File: src/rtl/core/frnq_pkg.sv
`default_nettype none
package frnq_pkg;

	localparam int MAX_POINTS_DEF = 1024;
	localparam int DIM_DEF        = 8;

	localparam int COORD_W   = 16;
	localparam int RADIUS_W  = 16;
	localparam int REF_W     = 10;
	localparam int IDX_OUT_W = 10;
	localparam int DIST_W    = 40;
	localparam int R2_W      = 2 * RADIUS_W;
	localparam int CFG_W     = 16;
	localparam int CFG_IDX_W = 1;

	localparam logic [CFG_IDX_W-1:0] CFG_RADIUS = 1'b0;
	localparam logic [CFG_IDX_W-1:0] CFG_REF    = 1'b1;

	localparam logic [RADIUS_W-1:0] RADIUS_RST = 16'd9830;

	localparam logic CMD_LOAD  = 1'b0;
	localparam logic CMD_FETCH = 1'b1;

	typedef enum logic [3:0] {
		ST_IDLE,
		ST_FILL,
		ST_SKIP_RD,
		ST_SKIP_CHK,
		ST_PIV,
		ST_QRY,
		ST_SCAN,
		ST_DRAIN,
		ST_EMIT_RES,
		ST_EMIT_DONE
	} state_t;

	typedef struct packed {
		logic accept;
		logic fill;
		logic cur_inc;
		logic issue_piv;
		logic issue_qry;
		logic scan_issue;
		logic emit_res;
		logic emit_done;
	} ctl_t;

	typedef struct packed {
		logic is_fetch;
		logic load_fill;
		logic fill_last;
		logic cur_end;
		logic flag;
		logic ld_last;
		logic scan_last;
		logic pipe_busy;
		logic out_free;
	} sts_t;

endpackage
`default_nettype wire

File: src/rtl/core/frnq_ctrl.sv
`default_nettype none
module frnq_ctrl (
	input  wire logic          clk,
	input  wire logic          arst_n,
	input  wire logic          in_valid,
	output      logic          in_ready,
	input  wire frnq_pkg::sts_t sts,
	output      frnq_pkg::ctl_t ctl
);

	frnq_pkg::state_t state_q, state_n;

	always_ff @(posedge clk or negedge arst_n) begin
		if (!arst_n) begin
			state_q <= frnq_pkg::ST_IDLE;
		end else begin
			state_q <= state_n;
		end
	end

	always_comb begin
		state_n = state_q;
		unique case (state_q)
			frnq_pkg::ST_IDLE: begin
				if (in_valid) begin
					if (sts.is_fetch) begin
						state_n = frnq_pkg::ST_SKIP_RD;
					end else if (sts.load_fill) begin
						state_n = frnq_pkg::ST_FILL;
					end
				end
			end
			frnq_pkg::ST_FILL: begin
				if (sts.fill_last) state_n = frnq_pkg::ST_IDLE;
			end
			frnq_pkg::ST_SKIP_RD: begin
				state_n = sts.cur_end ? frnq_pkg::ST_EMIT_DONE : frnq_pkg::ST_SKIP_CHK;
			end
			frnq_pkg::ST_SKIP_CHK: begin
				state_n = sts.flag ? frnq_pkg::ST_PIV : frnq_pkg::ST_SKIP_RD;
			end
			frnq_pkg::ST_PIV: begin
				if (sts.ld_last) state_n = frnq_pkg::ST_QRY;
			end
			frnq_pkg::ST_QRY: begin
				if (sts.ld_last) state_n = frnq_pkg::ST_SCAN;
			end
			frnq_pkg::ST_SCAN: begin
				if (sts.scan_last) state_n = frnq_pkg::ST_DRAIN;
			end
			frnq_pkg::ST_DRAIN: begin
				if (!sts.pipe_busy) state_n = frnq_pkg::ST_EMIT_RES;
			end
			frnq_pkg::ST_EMIT_RES, frnq_pkg::ST_EMIT_DONE: begin
				if (sts.out_free) state_n = frnq_pkg::ST_IDLE;
			end
			default: state_n = frnq_pkg::ST_IDLE;
		endcase
	end

	always_comb begin
		ctl      = '0;
		in_ready = 1'b0;
		unique case (state_q)
			frnq_pkg::ST_IDLE: begin
				in_ready   = 1'b1;
				ctl.accept = in_valid;
			end
			frnq_pkg::ST_FILL:      ctl.fill       = 1'b1;
			frnq_pkg::ST_SKIP_RD:   ;
			frnq_pkg::ST_SKIP_CHK:  ctl.cur_inc    = !sts.flag;
			frnq_pkg::ST_PIV:       ctl.issue_piv  = 1'b1;
			frnq_pkg::ST_QRY:       ctl.issue_qry  = 1'b1;
			frnq_pkg::ST_SCAN:      ctl.scan_issue = 1'b1;
			frnq_pkg::ST_DRAIN:     ;
			frnq_pkg::ST_EMIT_RES:  ctl.emit_res   = 1'b1;
			frnq_pkg::ST_EMIT_DONE: ctl.emit_done  = 1'b1;
			default: ;
		endcase
	end

endmodule
`default_nettype wire

File: config.mk
export PLATFORM = sky130hd
export DESIGN_NAME = frnq_ctrl
export DESIGN_NICKNAME = d
export VERILOG_FILES = /design/src/rtl/core/frnq_pkg.sv /design/src/rtl/core/frnq_ctrl.sv
export SDC_FILE = /design/constraint.sdc
export NUM_CORES = 1
export LEC_CHECK = 0
export ABC_AREA = 1
export BUFFER_PORTS_ARGS = -buffer_cell sky130_fd_sc_hd__buf_2
export CAP_MARGIN = 10
export CORE_AREA = 2 2 39 41
export CTS_CLUSTER_SIZE = 14
export DETAILED_ROUTE_END_ITERATION = 10
export DIE_AREA = 0 0 41 43
export GPL_TIMING_DRIVEN = 0
export PLACE_DENSITY = 0.69
export SYNTH_ARGS = -nofsm -noshare
export SYNTH_HDL_FRONTEND = slang
export SYNTH_SLANG_ARGS = --single-unit
File: constraint.sdc
create_clock -name clk -period 1.3 [get_ports clk]
set_input_delay 0.325 -clock clk [delete_from_list [all_inputs] [get_ports clk]]
set_output_delay 0.325 -clock clk [all_outputs]
set_load 0.005 [all_outputs]
Word-level counts from Yosys, hierarchy flattened
Index checks and enable logic that the tools add are counted.
W data, S select, Z words.
{ "word_totals": {"output_inout_bits": 9, "mem_bits_rw": 0, "register_bits": 4, "latch_bits": 0, "romBits": 0, "inputBits": 12, "memories": 0, "elab_cells": 43} }
{ "op_classes": {"eq_ne": 17, "muxes": 21, "order_cmp": 0, "div_mod_pow": 0, "shift": 0, "n_reduce_logical": 4, "n_addsub": 0, "bitwise_logic": 0, "n_mul": 0} }
{ "ops": {"columns": ["op", "n"], "rows": [
  ["$mux W4", 10],
  ["$pmux W4 S9", 1],
  ["$eq A4 B3 Y1 const B", 4],
  ["$ne A2 B2 Y1 const B", 7],
  ["$mux W1", 9],
  ["$eq A4 B2 Y1 const B", 2],
  ["$eq A4 B4 Y1 const B", 2],
  ["$reduce_and A8 Y1", 1],
  ["$eq A4 B1 Y1 const B", 1],
  ["$logic_not A4 Y1", 1],
  ["$mux W3", 1],
  ["$ne A3 B3 Y1 const B", 1],
  ["$reduce_or A2 Y1", 1],
  ["$logic_not A1 Y1", 1]
]} }

Depth between registers and ports, before layout
{ "depth": {"ltp_word": 4, "mapped_depth": 9, "ltp_nobuf": 8} }

Worst setup path before layout
Ideal clock, no wire load.
{ "synth_path": {"kind": "reg2out", "start": "register state_q[2]", "end": "output port ctl[7] in the netlist's numbering", "required_ns": 0.975, "path_buffers": 1, "stages_incl_launch_ff": 5, "arrival_ns": 0.878, "setup_slack_ns": 0.097, "path_cell_list": "dfrtp_1 -> buf_6 -> nor2_4 -> nand2_2 -> nor2_1"} }
{ "synth_rtl": {"columns": ["element", "line_no", "text"], "rows": [
  ["from (decl)", "frnq_ctrl.sv:11", "frnq_pkg::state_t state_q, state_n;"],
  ["from (signal assigned)", "frnq_ctrl.sv:15", "state_q <= frnq_pkg::ST_IDLE;"],
  ["from (signal assigned)", "frnq_ctrl.sv:17", "state_q <= state_n;"],
  ["to (decl)", "frnq_ctrl.sv:8", "output frnq_pkg::ctl_t ctl"]
]} }

==> impl_metrics.py <==
metrics = {
    "outcome": {
        "status": "finished with violations",
        "violations": "negative setup slack",
    },
    "final_layout": {
        "fin_area_um2": 788,
        "drive_above_1_share": 0.637,
        "regMostFlops": "state_q",
        "final-seq-area_um2": 104,
        "largest_reg_flops": 4,
        "diodes": 0,
        "syn2layout_area_growth_pct": 69.8,
        "multiInputGateArea_um2": 342,
        "final_common_cell": "buf_2",
        "nets": 127,
        "reg.largest.list": "state_q: 4 flops",
        "fill_cells": 132,
        "most-common-layout-cells": "buf_2, buf_4, nand3_1",
    },
    "route": {
        "wl_per_cell_um": 11.0,
        "viasPerCell": 4.67,
        "ant_nets": 0,
        "drt_pre_antenna_iters": 4,
        "drt_iter0_markers": 4,
        "routed_wl_um": 1430,
        "vias": 603,
        "post-route-drc-count": 0,
    },
    "timing": {
        "rsz0062_at_grt": "true",
        "hold_viol": 0,
        "drv_slew": 0,
        "post-route-period-util": 1.15,
        "fin_worst_skew_ns": 0.00143,
        "setup_violations": 13,
        "period_minus_slack_ns": 1.49,
        "slew-limit-headroom": 0.860,
        "layout_setup_ws_ns": -0.193,
        "clock.fmax_mhz": 670,
        "tightest_slew_ns": 0.210,
    },
    "critical_path": {
        "cpLargestDelayFamily": "flip-flops",
        "crit_buf_inv": 2,
        "critical-path-max-stage-delay_ns": 0.46,
        "cp_cell_sequence": "nor2_4 > inv_2 > nor2_1 > buf_2",
        "crit_path_top_delay_cell": "dfrtp_2",
        "critical_path_required_ns": 0.98,
        "path_class": "flop to output port",
        "arrival_ns": 1.17,
        "critPathMaxFanout": 5,
        "startpoint_type": "flop",
        "end_kind": "output port",
    },
    "placement": {
        "place_area_um2": 584,
        "io_buffers": 20,
        "post-dp-hpwl_um": 885,
        "place_congestion": 0.810,
    },
    "power_and_ir_drop": {
        "power_w": 0.00160,
        "vdd_ir_drop_max_mv": 0.724,
        "power_leakage_nw": 0.432,
        "power_density_mw_per_mm2": 2030,
    },
    "clock_network": {
        "cts_sinks": 4,
        "cts.clk_slew.worst_paths_ns": 0.04,
        "cts-htree-levels": 1,
        "clock_latency_ns": 0.23,
        "max-clock-path-buffers": 2,
        "cts_buffers": 3,
        "cts_tree": "yes",
        "clockRootBuffer": "clkbuf_4",
    },
    "yosys": {
        "synth.distinct_cells": 18,
        "avgSynthCellArea_um2": 6.27,
        "yosysSeqAreaShare": 0.216,
        "synth_area_um2": 464,
        "synth_seq_cells": 4,
        "synth_warnings": 0,
        "synthCells": 74,
        "syn-num-nets": 86,
    },
    "global_route": {
        "antenna_found_initial": 0,
        "grt_pass1_wl_um": 2220,
        "grt_util_all_layers": 0.182,
        "grt_max_degree": 7,
        "grt_pass1_vias": 562,
        "grt_overflow": 0,
    },
    "floorplanning": {
        "dieArea_mm2": 0.00176,
        "fp.coreArea_mm2": 0.00138,
        "die_w_um": 41,
        "die_h_um": 43,
        "pin_count": 21,
        "initial_core_util": 0.335,
        "placement_rows": 14,
    },
    "min_path": {
        "worst_hold_path_type": "input port to flop",
    },
    "run": {
        "maxCapViolations": 0,
    },
}
-- tightest hold or removal path: stages --
cell,delay [ns]
buf_2,0.07
inv_1,0.04
nand3_1,0.08
nand2_1,0.05
-- report_power, final --
part,internal [W],switching (W)
Combinational,0.000574,0.000625
Sequential,0.000176,0.0000808
Clock,0.000103,0.0000447
Total,0.000853,0.000751
-- per-layer routing --
metal  vias up  wire (um)  global-route usage
li1        315          -                   -
met1       267        593               0.231
met2        19        743               0.294
met3         2         75              0.0157
met4         0         14              0.0867
met5         -          0                   0
-- cell usage after synthesis --
| cell | n | share of area |
|---|---|---|
| nor2_1 | 9 | 0.073 |
| dfrtp_1 | 4 | 0.22 |
| nand3_2 | 1 | 0.022 |
| o211ai_1 | 1 | 0.016 |
| nand3_1 | 15 | 0.16 |
| inv_1 | 15 | 0.12 |
| nand4_1 | 1 | 0.013 |
| a21oi_4 | 1 | 0.035 |
| or2_2 | 1 | 0.013 |
| nand3b_1 | 1 | 0.016 |
| o21ai_0 | 3 | 0.032 |
| nand2_1 | 8 | 0.065 |
| inv_2 | 2 | 0.016 |
| nor2_4 | 3 | 0.073 |
| nor3_1 | 2 | 0.022 |
| nand2_2 | 5 | 0.067 |
| nor2_2 | 1 | 0.013 |
| buf_6 | 1 | 0.024 |
-- path summary, 6_finish.rpt --
path	slack, ns	end	cells past startpoint	start
worst min-delay path	0.38	state_q[3]$_DFFE_PN0P_	4	sts[0]
max in group asynchronous	0.74	state_q[0]$_DFFE_PN0P_	2	arst_n
min in group asynchronous	0.43	state_q[1]$_DFFE_PN0P_	2	arst_n
worst max register to register	-0.10	state_q[3]$_DFFE_PN0P_	8	state_q[1]$_DFFE_PN0P_
worst min register to register	0.67	state_q[3]$_DFFE_PN0P_	4	state_q[2]$_DFFE_PN0P_
worst max-delay path	-0.19	ctl[4]	4	state_q[1]$_DFFE_PN0P_
-- kinds of logic after synthesis --
kind of cell / synth area share
and+or+nand+nor: 0.539
DFF: 0.216
buffers and inverters: 0.162
AOI/OAI and AO/OA: 0.0836
-- per-stage QoR --
step                      instances  setup TNS, ns  worst slack [ns]   util  hold slack (ns)
after global routing            129          -2.59            -0.261  0.570            0.430
final                           129          -1.70            -0.193  0.570            0.376
after floorplan                  74              0            0.0969      -           0.0294
after CTS                       125          -1.46            -0.162  0.533            0.374
after global placement          110        -0.0674           -0.0313  0.422            0.132
after detailed placement        110         -0.128           -0.0563  0.422            0.132
-- area by class of cell --
cell class              instances  area share
plain buffers                   1      0.0143
clock buffers                   3      0.0286
inverters                      17      0.0841
multi-input cells              52       0.433
flip-flops and latches          4       0.132
well taps                      16      0.0254
repair buffers                 36       0.283
-- timing repair --
action,CTS,global route
buffers inserted,11,4
gates resized for setup,17,9
pin swaps,6,4
setup endpoints to repair,9,13
hold buffers,1,0
cloned,0,0
hold endpoints to repair,4,0
No activity file was read; power rests on OpenSTA's default activity.
